$ cat src/rtl/pwac_pkg.sv
// ----------------------------------------------------------------------------
// pwac_pkg
// Shared types, action codes and lookup tables of the pulse wave channel.
// ----------------------------------------------------------------------------
package pwac_pkg;

	// request action codes
	typedef enum logic [3:0] {
		ACT_CONTROL    = 4'd0,
		ACT_SWEEP_WR   = 4'd1,
		ACT_PERIOD_LO  = 4'd2,
		ACT_PERIOD_HI  = 4'd3,
		ACT_ENABLE     = 4'd4,
		ACT_TIMER_TICK = 4'd5,
		ACT_ENV_TICK   = 4'd6,
		ACT_SWEEP_TICK = 4'd7,
		ACT_LEN_TICK   = 4'd8
	} action_t;

	localparam logic [15:0] PERIOD_MIN = 16'd8;
	localparam logic [15:0] PERIOD_MAX = 16'h07FF;
	localparam logic [3:0]  ENV_FULL   = 4'd15;

	// request held in the input stage
	typedef struct packed {
		logic       valid;
		logic [3:0] action;
		logic [7:0] data;
	} item_t;

	// full channel state
	typedef struct packed {
		logic [15:0] period;
		logic [15:0] timer_count;
		logic [2:0]  duty_step;
		logic [1:0]  duty_mode;
		logic [3:0]  volume_or_env_period;
		logic        env_enabled;
		logic        env_loop;
		logic        env_start;
		logic [3:0]  env_divider;
		logic [3:0]  env_volume;
		logic [2:0]  sweep_shift;
		logic        sweep_negate;
		logic        sweep_on;
		logic [3:0]  sweep_period;
		logic        sweep_reload;
		logic [3:0]  sweep_divider;
		logic [7:0]  length_count;
		logic        channel_on;
	} chan_state_t;

	// duty sequence bit, bit i of each pattern is step i
	function automatic logic duty_bit(input logic [1:0] mode, input logic [2:0] step);
		logic [7:0] pat;
		case (mode)
			2'd0:    pat = 8'b0000_0010;
			2'd1:    pat = 8'b0000_0110;
			2'd2:    pat = 8'b0001_1110;
			default: pat = 8'b1111_1001;
		endcase
		return pat[step];
	endfunction

	// length counter load values
	function automatic logic [7:0] length_load(input logic [4:0] idx);
		logic [7:0] v;
		case (idx)
			5'd0:    v = 8'd10;
			5'd1:    v = 8'd254;
			5'd2:    v = 8'd20;
			5'd3:    v = 8'd2;
			5'd4:    v = 8'd40;
			5'd5:    v = 8'd4;
			5'd6:    v = 8'd80;
			5'd7:    v = 8'd6;
			5'd8:    v = 8'd160;
			5'd9:    v = 8'd8;
			5'd10:   v = 8'd60;
			5'd11:   v = 8'd10;
			5'd12:   v = 8'd14;
			5'd13:   v = 8'd12;
			5'd14:   v = 8'd26;
			5'd15:   v = 8'd14;
			5'd16:   v = 8'd12;
			5'd17:   v = 8'd16;
			5'd18:   v = 8'd24;
			5'd19:   v = 8'd18;
			5'd20:   v = 8'd48;
			5'd21:   v = 8'd20;
			5'd22:   v = 8'd96;
			5'd23:   v = 8'd22;
			5'd24:   v = 8'd192;
			5'd25:   v = 8'd24;
			5'd26:   v = 8'd72;
			5'd27:   v = 8'd26;
			5'd28:   v = 8'd16;
			5'd29:   v = 8'd28;
			5'd30:   v = 8'd32;
			default: v = 8'd30;
		endcase
		return v;
	endfunction

endpackage

$ cat src/rtl/pwac_in_reg.sv
// ----------------------------------------------------------------------------
// pwac_in_reg
// Input register: captures one request per cycle while the next stage moves.
// ----------------------------------------------------------------------------
module pwac_in_reg
	import pwac_pkg::*;
(
	input  logic       clk,
	input  logic       arst_n,
	input  logic       item_valid,
	output logic       item_ready,
	input  logic [3:0] action,
	input  logic [7:0] write_data,
	input  logic       advance,
	output item_t      item_s1
);

	logic       valid_s1;
	logic [3:0] action_s1;
	logic [7:0] data_s1;

	// room when empty or when the held request moves on this cycle
	assign item_ready = !valid_s1 || advance;

	// request register
	always_ff @(posedge clk or negedge arst_n) begin
		if (!arst_n) begin
			valid_s1 <= 1'b0;
		end else if (item_ready) begin
			valid_s1 <= item_valid;
		end
	end

	always_ff @(posedge clk) begin
		if (item_valid && item_ready) begin
			action_s1 <= action;
			data_s1   <= write_data;
		end
	end

	assign item_s1 = '{valid: valid_s1, action: action_s1, data: data_s1};

endmodule

$ cat src/rtl/pwac_chan_state.sv
// ----------------------------------------------------------------------------
// pwac_chan_state
// Channel state registers with the per-request update and output level.
// ----------------------------------------------------------------------------
module pwac_chan_state
	import pwac_pkg::*;
(
	input  logic       clk,
	input  logic       arst_n,
	input  item_t      item_s1,
	input  logic       advance,
	input  logic       first_channel_q,
	output logic [3:0] sample_next
);

	chan_state_t st_q;
	chan_state_t st_d;
	logic [15:0] delta;
	logic [15:0] swept;

	// sweep target, wraps modulo 2^16
	always_comb begin
		delta = st_q.period >> st_q.sweep_shift;
		if (st_q.sweep_negate) begin
			swept = st_q.period - delta - {15'd0, first_channel_q};
		end else begin
			swept = st_q.period + delta;
		end
	end

	// next state for the held request
	always_comb begin
		st_d = st_q;
		case (item_s1.action)
			ACT_CONTROL: begin
				st_d.volume_or_env_period = item_s1.data[3:0];
				st_d.env_enabled          = !item_s1.data[4];
				st_d.env_loop             = item_s1.data[5];
				st_d.duty_mode            = item_s1.data[7:6];
				st_d.env_start            = 1'b1;
			end
			ACT_SWEEP_WR: begin
				st_d.sweep_shift  = item_s1.data[2:0];
				st_d.sweep_negate = item_s1.data[3];
				st_d.sweep_period = {1'b0, item_s1.data[6:4]} + 4'd1;
				st_d.sweep_on     = item_s1.data[7];
				st_d.sweep_reload = 1'b1;
			end
			ACT_PERIOD_LO: begin
				st_d.period[7:0] = item_s1.data;
			end
			ACT_PERIOD_HI: begin
				st_d.period[15:8] = {5'd0, item_s1.data[2:0]};
				if (st_q.channel_on) begin
					st_d.length_count = length_load(item_s1.data[7:3]);
				end
				st_d.env_start = 1'b1;
				st_d.duty_step = 3'd0;
			end
			ACT_ENABLE: begin
				st_d.channel_on = item_s1.data[0];
				if (!item_s1.data[0]) begin
					st_d.length_count = 8'd0;
				end
			end
			ACT_TIMER_TICK: begin
				if (st_q.timer_count == 16'd0) begin
					st_d.timer_count = st_q.period;
					st_d.duty_step   = st_q.duty_step + 3'd1;
				end else begin
					st_d.timer_count = st_q.timer_count - 16'd1;
				end
			end
			ACT_ENV_TICK: begin
				if (st_q.env_start) begin
					st_d.env_volume  = ENV_FULL;
					st_d.env_divider = st_q.volume_or_env_period;
					st_d.env_start   = 1'b0;
				end else if (st_q.env_divider != 4'd0) begin
					st_d.env_divider = st_q.env_divider - 4'd1;
				end else begin
					if (st_q.env_volume != 4'd0) begin
						st_d.env_volume = st_q.env_volume - 4'd1;
					end else if (st_q.env_loop) begin
						st_d.env_volume = ENV_FULL;
					end
					st_d.env_divider = st_q.volume_or_env_period;
				end
			end
			ACT_SWEEP_TICK: begin
				if (st_q.sweep_reload) begin
					if (st_q.sweep_on && st_q.sweep_divider == 4'd0) begin
						st_d.period = swept;
					end
					st_d.sweep_divider = st_q.sweep_period;
					st_d.sweep_reload  = 1'b0;
				end else if (st_q.sweep_divider != 4'd0) begin
					st_d.sweep_divider = st_q.sweep_divider - 4'd1;
				end else begin
					if (st_q.sweep_on) begin
						st_d.period = swept;
					end
					st_d.sweep_divider = st_q.sweep_period;
				end
			end
			ACT_LEN_TICK: begin
				if (!st_q.env_loop && st_q.length_count != 8'd0) begin
					st_d.length_count = st_q.length_count - 8'd1;
				end
			end
			default: begin
				st_d = st_q;
			end
		endcase
	end

	// output level from the updated state
	always_comb begin
		if (!st_d.channel_on || st_d.length_count == 8'd0 ||
		    !duty_bit(st_d.duty_mode, st_d.duty_step) ||
		    st_d.period < PERIOD_MIN || st_d.period > PERIOD_MAX) begin
			sample_next = 4'd0;
		end else if (st_d.env_enabled) begin
			sample_next = st_d.env_volume;
		end else begin
			sample_next = st_d.volume_or_env_period;
		end
	end

	// state registers
	always_ff @(posedge clk or negedge arst_n) begin
		if (!arst_n) begin
			st_q <= '0;
		end else if (advance) begin
			st_q <= st_d;
		end
	end

	// disabling clears the length counter
	a_enable_off_clears: assert property (@(posedge clk) disable iff (!arst_n)
		advance && item_s1.action == ACT_ENABLE && !item_s1.data[0]
		|=> st_q.length_count == 8'd0 && !st_q.channel_on)
		else $error("length count not cleared on disable");

	// a timer tick at zero reloads from the period
	a_timer_reload: assert property (@(posedge clk) disable iff (!arst_n)
		advance && item_s1.action == ACT_TIMER_TICK && st_q.timer_count == 16'd0
		|=> st_q.timer_count == $past(st_q.period))
		else $error("timer did not reload");

	// state only moves with a request
	a_state_hold: assert property (@(posedge clk) disable iff (!arst_n)
		!advance |=> $stable(st_q))
		else $error("state changed without a request");

endmodule

$ cat src/rtl/pwac_out_reg.sv
// ----------------------------------------------------------------------------
// pwac_out_reg
// Result register holding one sample until the consumer takes it.
// ----------------------------------------------------------------------------
module pwac_out_reg
	import pwac_pkg::*;
(
	input  logic       clk,
	input  logic       arst_n,
	input  logic       advance,
	input  logic [3:0] sample_next,
	output logic       out_free,
	output logic       result_valid,
	input  logic       result_ready,
	output logic [3:0] sample
);

	logic       valid_q;
	logic [3:0] sample_q;

	// free when empty or being taken this cycle
	assign out_free     = !valid_q || result_ready;
	assign result_valid = valid_q;
	assign sample       = sample_q;

	always_ff @(posedge clk or negedge arst_n) begin
		if (!arst_n) begin
			valid_q <= 1'b0;
		end else if (out_free) begin
			valid_q <= advance;
		end
	end

	always_ff @(posedge clk) begin
		if (advance) begin
			sample_q <= sample_next;
		end
	end

endmodule

$ cat src/rtl/pulse_wave_audio_channel_core.sv
// ----------------------------------------------------------------------------
// pulse_wave_audio_channel_core
// Square-wave audio channel with sweep, envelope and length counter.
//
//   channel   signals                               carries
//   request   item_valid / item_ready               action, write_data
//   result    result_valid / result_ready           sample
//   config    cfg_valid / cfg_ready                 first_channel
//
// Each request passes the input register, then the state update, and its
// sample lands in the result register. One request is accepted every cycle
// unless the result stalls; the state update is the only loop.
// Reset clears all channel state and sets first_channel to one.
// A stalled result holds the input register, which then holds item_ready low.
// ----------------------------------------------------------------------------
module pulse_wave_audio_channel_core
	import pwac_pkg::*;
(
	input  logic       clk,
	input  logic       arst_n,
	input  logic       item_valid,
	output logic       item_ready,
	input  logic [3:0] action,
	input  logic [7:0] write_data,
	output logic       result_valid,
	input  logic       result_ready,
	output logic [3:0] sample,
	input  logic       cfg_valid,
	output logic       cfg_ready,
	input  logic       first_channel
);

	item_t      item_s1;
	logic       advance;
	logic       out_free;
	logic       first_channel_q;
	logic [3:0] sample_next;

	// configuration register, always writable
	assign cfg_ready = 1'b1;

	always_ff @(posedge clk or negedge arst_n) begin
		if (!arst_n) begin
			first_channel_q <= 1'b1;
		end else if (cfg_valid && cfg_ready) begin
			first_channel_q <= first_channel;
		end
	end

	// held request moves when the result register has room
	assign advance = item_s1.valid && out_free;

	pwac_in_reg u_in_reg (
		.clk        (clk),
		.arst_n     (arst_n),
		.item_valid (item_valid),
		.item_ready (item_ready),
		.action     (action),
		.write_data (write_data),
		.advance    (advance),
		.item_s1    (item_s1)
	);

	pwac_chan_state u_chan_state (
		.clk             (clk),
		.arst_n          (arst_n),
		.item_s1         (item_s1),
		.advance         (advance),
		.first_channel_q (first_channel_q),
		.sample_next     (sample_next)
	);

	pwac_out_reg u_out_reg (
		.clk          (clk),
		.arst_n       (arst_n),
		.advance      (advance),
		.sample_next  (sample_next),
		.out_free     (out_free),
		.result_valid (result_valid),
		.result_ready (result_ready),
		.sample       (sample)
	);

	// a blocked result must block the input side once a request is held
	a_backpressure: assert property (@(posedge clk) disable iff (!arst_n)
		item_s1.valid && result_valid && !result_ready |-> !item_ready)
		else $error("request accepted while pipeline is full");

	// every accepted request is held in the input register next cycle
	a_accept_held: assert property (@(posedge clk) disable iff (!arst_n)
		item_valid && item_ready |=> item_s1.valid)
		else $error("accepted request lost");

	// every processed request produces a result
	a_result_made: assert property (@(posedge clk) disable iff (!arst_n)
		advance |=> result_valid)
		else $error("processed request gave no result");

endmodule
$ cat config.mk
export PLATFORM = sky130hd
export DESIGN_NAME = pulse_wave_audio_channel_core
export DESIGN_NICKNAME = d
export VERILOG_FILES = /design/src/rtl/pwac_pkg.sv /design/src/rtl/pwac_in_reg.sv /design/src/rtl/pwac_chan_state.sv /design/src/rtl/pwac_out_reg.sv /design/src/rtl/pulse_wave_audio_channel_core.sv
export SDC_FILE = /design/constraint.sdc
export NUM_CORES = 1
export LEC_CHECK = 0
export BUFFER_PORTS_ARGS = -buffer_cell sky130_fd_sc_hd__buf_2
export CORE_AREA = 10 10 181 132
export DETAILED_ROUTE_END_ITERATION = 16
export DIE_AREA = 0 0 191 142
export SYNTH_ARGS = -nofsm -noshare
export SYNTH_HDL_FRONTEND = slang
export SYNTH_SLANG_ARGS = --single-unit
export TNS_END_PERCENT = 100
$ cat constraint.sdc
create_clock -name clk -period 4.49 [get_ports clk]
set_clock_uncertainty 0.05 [all_clocks]
set_input_delay 0.2245 -clock clk [delete_from_list [all_inputs] [get_ports clk]]
set_output_delay 0.2245 -clock clk [all_outputs]
set_load 0.02 [all_outputs]
# Word-level counts from Yosys, hierarchy flattened
# Memories as Yosys holds them, arrays and structs flattened. A register that Yosys moved wholly into a read port is not among the register bits.
# Index checks and enable logic that the tools add are counted.
[word_totals]
output_inout_bits = 7
n_memories = 1
in_bits = 18
rom_bits = 224
reg_bits = 94
word_cells = 115
[mem_list]
columns = ["name", "words", "width", "rd", "rd_ports_with_merged_regs", "wr", "line", "source"]
rows = [
  ["(no name shown)", 32, 7, 1, 1, 0, "pwac_pkg.sv:68", "case (idx)"],
]
[op_classes]
n_reduce_logical = 35
n_lt_le_gt_ge = 3
n_mux = 31
eq_ne = 10
shift = 1
addsub = 10
[op_table]
columns = ["cell", "n"]
rows = [
  ["$mux 16", 6],
  ["$pmux 8 s3", 2],
  ["$mux 8", 5],
  ["$mux 4", 8],
  ["$pmux 8 s2", 2],
  ["$add 16x16->16", 1],
  ["$eq 4x3->1 const B", 4],
  ["$gt 16x11->1 const B", 1],
  ["$logic_not 16->1", 1],
  ["$lt 16x4->1 const B", 1],
  ["$shr 16x3->16", 1],
  ["$sub 16x1->16", 1],
  ["$sub 16x1->16 const B", 1],
  ["$sub 16x16->16", 1],
  ["$reduce_and 2->1", 7],
  ["$reduce_bool 4->1", 3],
  ["$sub 4x1->4 const B", 3],
  ["$eq 4x2->1 const B", 2],
  ["$logic_not 4->1", 2],
  ["$logic_not 8->1", 1],
  ["$reduce_bool 8->1", 1],
  ["$sub 8x1->8 const B", 1],
  ["$logic_not 1->1", 6],
  ["$logic_or 1x1->1", 6],
  ["17 further kinds", 23],
]

# Logic depth before layout (Yosys ltp)
# Gate-level depths: netlist (run 1).
[logic_depth]
word_depth = 11
ltp_mapped = 19

# Modules after synthesis
# Synthesis (run 1) repeated with hierarchy kept, for this count alone.
[unflattened]
cells_unflattened = 986
area_unflattened_um2 = 8104.0
[by_module_without_submodules]
columns = ["module", "seq_area_each_um2", "cells_each", "n_inst", "area_each_um2"]
rows = [
  ["pwac_chan_state", 1876.8, 957, 1, 7455.9],
  ["pwac_in_reg", 385.4, 17, 1, 421.7],
  ["pwac_out_reg", 145.1, 7, 1, 167.7],
  ["pulse_wave_audio_channel_core", 26.3, 5, 1, 58.8],
]

# Least setup slack after synthesis (run 1)
# Ideal clock, no wire load.
[synth_path]
kind = "register to register"
startpoint = "register u_chan_state.st_q[21] (netlist bit)"
endpoint = "register u_out_reg.sample_q[0], in the netlist u_out_reg.sample[0], data pin"
required_time_ns = 4.169
t_arrival_ns = 3.869
path_buffers = 2
setup_slack_ns = 0.299
period_less_slack_ns = 4.191
stages_incl_launch_ff = 18
cell_sequence = "dfrtp_1 > clkbuf_1 > clkbuf_1 > mux4_2 > nor2_1 > a21oi_1 > ha_1 > inv_1 > ha_1 > o211ai_1 > o21ai_0 > xor2_1 > nand2_1 > o21ai_0 > a221o_1 > or4_1 > nor4_2 > nor4_1"
[synth_between]
elab_chain_len = 11
word_cells_on_any_way = 15
cone_classes = "add/sub (3); order compare (2); shift (1); mux (7); reduce/logical (2)"
[synth_lines]
columns = ["element", "line", "source"]
rows = [
  ["start: declaration", "pwac_chan_state.sv:16", "chan_state_t st_q;"],
  ["start signal: assignment", "pwac_chan_state.sv:135", "st_q <= st_d;"],
  ["$shr 16x3->16 (*)", "pwac_chan_state.sv:23", "delta = st_q.period >> st_q.sweep_shift;"],
  ["$sub 16x16->16", "pwac_chan_state.sv:25", "swept = st_q.period - delta - {15'd0, first_channel_q};"],
  ["$sub 16x1->16", "pwac_chan_state.sv:25", ""],
  ["$mux 16 (*)", "pwac_chan_state.sv:24", "if (st_q.sweep_negate) begin"],
  ["$mux 16", "pwac_chan_state.sv:100", "if (st_q.sweep_on) begin"],
  ["$mux 16", "pwac_chan_state.sv:97", "end else if (st_q.sweep_divider != 4'd0) begin"],
  ["$mux 16 (*)", "pwac_chan_state.sv:91", "if (st_q.sweep_reload) begin"],
  ["$pmux 8 s2", "pwac_chan_state.sv:34", "case (item_s1.action)"],
  ["$lt 16x4->1", "pwac_chan_state.sv:121", "st_d.period < PERIOD_MIN || st_d.period > PERIOD_MAX) begin"],
  ["$logic_or 1x1->1", "pwac_chan_state.sv:120", "!duty_bit(st_d.duty_mode, st_d.duty_step) ||"],
  ["$logic_or 1x1->1 (*)", "pwac_chan_state.sv:121", ""],
  ["end signal: assignment", "pwac_out_reg.sv:36", "sample_q <= sample_next;"],
  ["end: declaration", "pwac_out_reg.sv:19", "logic [3:0] sample_q;"],
]
# Every way passes the cells marked *; elsewhere a longest branch is shown, timed or not.
# A chain may end at the register's enable or synchronous reset.

# Final worst setup path (run 1)
[layout_path]
startpoint = "register u_chan_state.st_q[21] (netlist bit)"
endpoint = "register u_out_reg.sample_q[2], in the netlist u_out_reg.sample[2], data pin"
# Same word-level chain as after synthesis.

==> run summary, run 1 <==
Highest net fanout along the worst path: 19. The number of pins exceeding their max-slew limit in the final report is 0, and the largest net degree at the start of global routing is 79. The die boundary width came out at 191 um. The logs give 23.3 mm for the total wirelength of the detailed-routed design and 3 for the H-tree depth.

Per report_power, the sequential group accounts for 25.1% of the total. The total overflow left after global routing is 0. The clock-pin transition on the worst setup and hold timing paths works out to 70 ps. The leading register cell type out of synthesis is sky130_fd_sc_hd__dfrtp_1.

At the pin with the least slew margin, the transition time is 1050 ps. The synthesized netlist devotes 21.2% of its cell area to simple gates. Data arrives at the worst endpoint at 4460 ps. The checks that failed: negative hold slack.

In the final design database the tool counted 1114 nets. The final number of setup-violating endpoints was 0; the mean instance size in the synthesized netlist was 8.20 um^2. In this run, synthesis inferred 16 flip-flops with an integrated enable.

On the critical path, the stage with the largest delay is an instance of sky130_fd_sc_hd__or4_2. The final RePlAce weighted congestion is 0.912, and the max-cap check violation count is 0. For flop-to-flop paths, the worst setup slack is 160 ps. Ranked by total cell area, the synthesized netlist is headed by sky130_fd_sc_hd__dfrtp_1, sky130_fd_sc_hd__ha_1, sky130_fd_sc_hd__o21ai_0. The fraction of met3 tracks used by global routing was 3.65%. Sequential elements use 32.0% of the synthesized area.

The floorplan step defined a die boundary enclosing 27100 um^2. After global routing, the most crowded layer is met1. The filler cell count was 2000. Walking the worst path, the cells encountered are buf_6, nand2_1, o21ai_0, o21ai_0, a21oi_2, ha_1, or4_2, nand2_2, a211o_1, mux2_4, a211o_1, nor4_4, o2111ai_4, nor4_2. The internal portion of the total power is 2.88 mW. For this run, asynchronously set or reset flops after synthesis account for 77.2%. Unique cell type count in the Yosys netlist: 80.

The tools report the nature of the critical path startpoint as a register. The first global-routing pass estimated 37.6 mm of wire. After synthesis the netlist holds a flip-flop and latch count of 101. Critical setup path kind: register to register.

The detailed router finished its first iteration with 663 violations. In this run the vertical extent of the chip is 142 um. The worst path in the final design needs a cycle of 4330 ps, including I/O delays and setup. The core region is 20400 um^2. In this run the biggest area consumer among cell types represents 23.9% of the synthesized area. In the routed design, unresolved DRC markers number 0. The count of nets left with antenna violations once routing finished came out at 0. The synthesized design spends more area on one cell type than any other, namely sky130_fd_sc_hd__dfrtp_1.

Yosys instantiated no cell more often than sky130_fd_sc_hd__nand2_1. After detailed routing, the number of vias per cell comes to 5.71. The tools report the source of the worst register-to-register timing path as u_chan_state.st_q[21]$_DFFE_PN0P_. In the final layout, the share of cells above drive strength 1 is 14.3%. Cell family with the largest share of critical-path delay: simple AND/OR/NAND/NOR gates.

The number of buffers created by CTS is 9, and the power per cell area is 581 nW/um^2. The main combinational cell family by area after synthesis was compound AO/OA/AOI/OAI gates. Relative to the synthesized area, the layout overhead comes to 14.9%.

Prior to clock tree synthesis, the placed netlist has a worst setup slack of -23.3 ps. The synthesized netlist occupies a cell area of 8060 um^2. The number of iterations in the first detailed-routing pass was 6; the number of instances in the synthesized netlist was 982.

The logic gate share of total power came out at 60.7%. The path class of the tightest hold or removal check is input port to asynchronous set/reset pin. Summing the areas of all compound-gate instances in the mapped netlist gives 22.4% of the synthesized area. The final hold violation count came out at 19.

The maximum cell stage delay along the critical path came out at 680 ps. The tools report the endpoint class of the critical path as a register. The total power after layout was 5.38 mW. The clock drives 101 sinks. For this configuration, the core starts out at a cell density of 39.4%. The repair_antennas step left the layout with diodes totalling 0. Clock root buffer master: sky130_fd_sc_hd__clkbuf_16. Headroom to the max-slew limit came out at 30.1%.

The final period utilization was 96.5%; the net count of the mapped netlist was 1061. The average routed wire per standard cell came out at 17.7 um. The maximum root-to-sink buffer count was 2.

In the post-route analysis, the smallest setup slack over all paths is 157 ps. In this run the critical register-to-register path is captured at u_out_reg.sample[2]$_SDFFCE_PP0P_. The share of power burned in the clock network is 14.2%.

TritonCTS built the clock tree. XOR/XNOR share of the synthesized area: 2.50%. Buffers placed on the I/O ports in this run total 23. The global routing usage summed across all routing layers is 17.2%. After Yosys synthesis, full adders, half adders and majority gates account for 9.75% of the synthesized area. The logs give 22.5% for the global-route track usage on met2 and 25 for the total I/O pin count. The most critical setup path has its startpoint at u_chan_state.st_q[21]$_DFFE_PN0P_.

In this run the core area contains 44 standard-cell rows. Summed over all cells, the static leakage comes to 3.89 nW. The total net switching power is 2.49 mW, and the required time of the critical path is 4620 ps. The tools report the initial antenna violation count as 0.

Capturing element of the worst setup path: u_out_reg.sample[2]$_SDFFCE_PP0P_. The worst hold margin is -32.3 ps. Global routing used 27.8% of the available met1 tracks. The switching portion of total power is 46.4%, and the critical path buffer and inverter count is 1. IR analysis of the VDD net gives a maximum drop of 0.287 mV. The tools report the number of synthesis warnings as 0. The flow ran to the end, but the final reports show violations. The critical path runs through a total of 14 cells. The tools report the detailed-route via count as 7520. Number of global-route vias before repair: 6752. The clock network latency to the later pin of the worst-skew pair was 360 ps; the path depth of the worst reg2reg path was 14. Derived from the worst setup path, the maximum achievable clock frequency is 231 MHz.

Total half-perimeter wirelength after legalization and detailed placement: 17.7 mm. Sorting the synthesized cells by how often they occur yields sky130_fd_sc_hd__nand2_1, sky130_fd_sc_hd__o21ai_0, sky130_fd_sc_hd__nor2_1. Share of cell area taken by muxes after synthesis: 7.16%.
[cell usage in the layout, fill, tap and decap left out, types with 9 or more instances in the layout]
cell	instances
sky130_fd_sc_hd__xnor2_1	18
sky130_fd_sc_hd__or3_1	10
sky130_fd_sc_hd__dfrtp_1	75
sky130_fd_sc_hd__nand3_1	18
sky130_fd_sc_hd__nand2b_1	12
sky130_fd_sc_hd__mux2i_1	27
sky130_fd_sc_hd__buf_2	22
sky130_fd_sc_hd__a22oi_1	14
sky130_fd_sc_hd__dlygate4sd3_1	10
sky130_fd_sc_hd__o21ai_0	95
sky130_fd_sc_hd__o31ai_1	14
sky130_fd_sc_hd__nand2_1	107
sky130_fd_sc_hd__a21oi_1	68
sky130_fd_sc_hd__o211ai_1	11
sky130_fd_sc_hd__clkbuf_16	9
sky130_fd_sc_hd__nor2b_1	9
sky130_fd_sc_hd__inv_1	67
sky130_fd_sc_hd__buf_4	42
sky130_fd_sc_hd__mux2_2	20
sky130_fd_sc_hd__nor3_1	34
sky130_fd_sc_hd__nor2_1	96
sky130_fd_sc_hd__a211oi_1	9
sky130_fd_sc_hd__edfxtp_1	16
sky130_fd_sc_hd__ha_1	57
[timing repair]
item                                   4_1_cts  5_1_grt
endpoints found under the hold margin        6        4
setup endpoints to repair                    4        5
hold buffers                                 6        4
resized for setup                            2       35
setup buffers                                0        3
pin swaps                                    1        8
[routing by layer]
metal  vias to the layer above  part of all wire [%]
met5                         -                     0
met4                         0                  0.47
met3                        12                   6.8
met2                       239                    39
met1                      3588                    53
li1                       3681                     -
[registers in the layout, summed over array words and instances, names as in the netlist, named ones only]
signal                  count
u_in_reg.action_s1          4
u_out_reg.result_valid      1
u_out_reg.sample            4
u_in_reg.data_s1            8
u_in_reg.valid_s1           1
first_channel_q             1
u_chan_state.st_q          75
[power groups by stage]
stage,clock network [mW],logic (mW),registers [mW]
finish,0.766,3.26,1.35
global route,0.824,3.63,1.38
CTS,0.779,3.05,1.34
detailed placement,0,3.02,1.36
global placement,0,3.01,1.36
floorplan,0,2.24,1.28
[area by class of cell]
type / count / area, um^2 / share of cell area, %
Clock buffer: 9 / 225 / 2.43
Clock inverter: 7 / 58.8 / 0.635
Inverter: 70 / 263 / 2.84
Multi-Input combinational cell: 778 / 5250 / 56.7
Sequential cell: 101 / 2580 / 27.8
Tap cell: 276 / 345 / 3.73
Timing Repair Buffer: 75 / 537 / 5.80
[worst min path at each step]
stage               slack (ps)  cells after the start           from                                end
finish                     -30                      1         arst_n  u_chan_state.st_q[25]$_DFFE_PN0P_
floorplan                 -120                      0         arst_n   u_chan_state.st_q[0]$_DFFE_PN0P_
detailed placement         340                      2      cfg_valid        first_channel_q$_DFFE_PN1P_
global placement           340                      2      cfg_valid        first_channel_q$_DFFE_PN1P_
global route                 2                      1  write_data[7]      u_in_reg.data_s1[7]$_DFFE_PP_
CTS                        0.7                      1      action[2]    u_in_reg.action_s1[2]$_DFFE_PP_
[per-stage QoR]
step	utilization (%)	setup TNS [ps]	instance area [um^2]	cells
floorplan	-	0	8060	982
global placement	42.5	0	8680	1287
detailed placement	42.5	-23.3	8680	1287
CTS	44.2	0	9040	1309
global route	45.3	-245	9260	1316
finish	45.3	0	9260	1316
[cell families after synthesis]
| logic type | Yosys count |
|---|---|
| other | 1 |
| AO/OA/AOI/OAI | 292 |
| flip-flops | 101 |
| multiplexers | 52 |
| adder cells (fa/ha/maj) | 61 |
| XOR/XNOR | 23 |
| buffers and inverters | 103 |
| AND/OR/NAND/NOR | 349 |
[worst register-to-register path, delay by kind of cell (launching register included)]
family / cells / cell delay, ps
fa+ha+maj: 1 / 370
mux: 1 / 310
compound gates: 6 / 1330
buf+inv: 1 / 170
flops: 1 / 440
simple gates: 5 / 1490
Power figures use the tool's default switching activity.
==> run 2: changes to the inputs <==
Settings changed: RECOVER_POWER set to 100.
==> run 2 against run 1 <==
Against the previous run:
- the flow finishes with violations (max-capacitance violations, max-slew violations)
- worst hold slack improved by 49 ps
- sequential share of layout area increased by 0.11 points
- routed wire length decreased by 0.12%
- clock power about the same
- sequential power about the same
- fmax increased by 0.50%
- largest cell class unchanged
- sequential cell count unchanged
- setup slack improved by 21 ps
- register-to-register slack improved by 20 ps
- cell area decreased by 0.38%
==> run summary, run 2 (same netlist as run 1, synthesis figures left out) <==
The run finished, with violations left. The checks that failed: max-capacitance violations, max-slew violations. The final period utilization is 96.0%, and the post-place instance area is 8680 um^2. Leaving out fill and tap cells, the most frequent cell in the layout is sky130_fd_sc_hd__nand2_1.

The die boundary width works out to 191 um. The number of pins exceeding their max-slew limit in the final report is 79. For the initial antenna violation count, the log shows 0. The register with the most flip-flops in the layout has 75 of them. At the end of routability-driven placement, the weighted congestion stood at 0.912. Setup violations remaining at the end of the flow were counted as 0. The min-delay analysis places its worst path in the category input port to register. For the total I/O pin count, the log shows 25. In the final routed layout, each cell accounts on average for 17.7 um. Leaving out fill and tap cells, the most frequent cells in the layout are sky130_fd_sc_hd__nand2_1, sky130_fd_sc_hd__nor2_1, sky130_fd_sc_hd__o21ai_0, sky130_fd_sc_hd__dfrtp_1, sky130_fd_sc_hd__a21oi_1. In this run the most critical hold path is launched from item_valid. Clock latency on the worst-skew pair, taken at its later pin, is 360 ps.

Data arrives at the worst endpoint at 4360 ps. The largest individual stage delay along the critical path comes from the cell sky130_fd_sc_hd__or4_4. Buffers placed on the I/O ports in this run total 23. The number of global-route vias before repair came out at 6752. The endpoint class of the critical path is a register. 0 antenna diodes ended up in the layout. On the final layout, the worst hold slack is 16.6 ps.

The number of nets in the layout came out at 1114. The post-route setup TNS is 0 ps. The worst setup path is of the register to register kind. Once detail routing completed, the nets flagged for antenna violations numbered 0. In the routed design, unresolved DRC markers number 0. Data on the critical path is required at its endpoint by 4540 ps. The register with the most flip-flops was u_chan_state.st_q.

Counting I/O delays and the setup requirement, the final critical path takes 4310 ps. The max-cap check violation count was 1; the leftover overflow at the end of global routing was 0. The upper clock frequency limit came out at 232 MHz. For the pin with the worst max-slew slack, the measured transition is 2040 ps. The tools report the clock root buffer master as sky130_fd_sc_hd__clkbuf_16. The number of buffers created by CTS was 9; the number of iterations in the first detailed-routing pass was 6. The power per cell area is 581 nW/um^2. The run gives 2 as the maximum root-to-sink buffer count.

The clock net sink count is 101. TritonCTS built the clock tree. Of all nets on the critical path, the largest fanout is 19.

The floorplan step defined a die boundary enclosing 27100 um^2. In this run the static leakage power is 3.84 nW. Entering global routing, the biggest net connects 79 pins. Once layout is done, the placed cells without fillers occupy 9220 um^2. IR analysis of the VDD net gives a maximum drop of 0.282 mV. Walking the worst path, the cells encountered are buf_6, nand2_1, o21ai_0, mux2i_1, o21ai_1, ha_1, inv_2, ha_1, buf_4, nand4_1, nor2_1, nor2_1, xnor2_1, nor3_1, o31ai_1, or4_4, nor4_4, buf_4, nor4_2. On the critical path the largest part of the delay comes from simple AND/OR/NAND/NOR gates. The relative slew slack was -36.2%. In this run, the number of DRC markers left after iteration 0 of detailed routing was 677.

The largest registers in the layout are u_chan_state.st_q x75, u_in_reg.data_s1 x8. After detailed routing, the number of vias per cell comes to 5.72. The most critical setup path has its startpoint at u_chan_state.st_q[21]$_DFFE_PN0P_. The first-pass GRT wire length is 37.6 mm.

The routed layout has 7533 vias. Source of the worst register-to-register timing path: u_chan_state.st_q[21]$_DFFE_PN0P_. Nature of the critical path startpoint: a register. Clock-pin slew was measured on the worst setup and hold paths at 70 ps. The critical path buffer and inverter count is 4, and the placeable core area is 20400 um^2. Standard-cell row count: 44. The logs give 39.4% for the effective utilization at floorplan and 23.3 mm for the total wirelength of the detailed-routed design.

Total half-perimeter wirelength after legalization and detailed placement: 17.7 mm. For this run, the slowest stage of the critical path takes 570 ps. The final hold violation count is 0, and the vertical die dimension is 142 um. Global routing used 17.2% of the available tracks. From synthesis to final layout, the design area changed by 14.5%.

The H-tree was split into 3 levels. Of the cells placed in the final design, the portion with a size suffix greater than 1 is 12.7%.
==> run 2: cell types whose count changed in the layout (fill, tap and decap cells not counted) <==
cell and delta:
sky130_fd_sc_hd__buf_4 -4, sky130_fd_sc_hd__mux2_1 +1, sky130_fd_sc_hd__a31oi_1 +1, sky130_fd_sc_hd__buf_2 -12, sky130_fd_sc_hd__and2_0 +2, sky130_fd_sc_hd__clkbuf_1 +15, sky130_fd_sc_hd__and2_1 -2, sky130_fd_sc_hd__mux2_2 -1
sky130_fd_sc_hd__a31oi_2 -1, sky130_fd_sc_hd__clkbuf_2 +1
==> run 2: final cells by class <==
type	count	area [um^2]
Clock buffer	9	225
Clock inverter	7	58.8
Fill cell	2008	11200
Inverter	70	263
Multi-Input combinational cell	778	5250
Sequential cell	101	2580
Tap cell	276	345
Timing Repair Buffer	75	508
==> run 2: per-layer routing <==
layer	wire, um	GRT usage, %
met5	0	0
met4	110	2.19
met3	1650	3.65
met2	9160	22.5
met1	12300	27.8
==> run 2: path summary, 6_finish.rpt <==
check,end,slack [ps],cells past startpoint
hold / removal,u_in_reg.valid_s1$_DFFE_PN0N_,20,2
min in group asynchronous,u_chan_state.st_q[25]$_DFFE_PN0P_,380,1
hold reg to reg,u_chan_state.st_q[17]$_DFFE_PN0P_,440,2
setup / recovery,u_out_reg.sample[2]$_SDFFCE_PP0P_,180,19
setup reg to reg,u_out_reg.sample[2]$_SDFFCE_PP0P_,180,19
max in group asynchronous,u_chan_state.st_q[20]$_DFFE_PN0P_,2640,1
==> run 2: power by group <==
part / switching, mW / internal, mW
Combinational: 1.87 / 1.37
Clock: 0.381 / 0.385
Sequential: 0.230 / 1.12
Total: 2.49 / 2.88
==> run 2: stage by stage <==
step                instances  setup WS (ps)  power (mW)  util [%]
floorplan                 982            299        3.52         -
global placement         1287           12.4        4.37      42.5
detailed placement       1287          -23.3        4.38      42.5
CTS                      1309           7.95        5.18      44.2
global route             1316          -81.3        5.82      45.2
finish                   1316            178        5.36      45.2
==> run 2: repair_timing <==
item,in CTS,in global routing
setup buffers,0,3
gates resized for setup,2,35
endpoints found under the setup margin,4,5
pin swaps,1,8
hold buffers,6,4
endpoints found under the hold margin,6,4
gates cloned,0,0
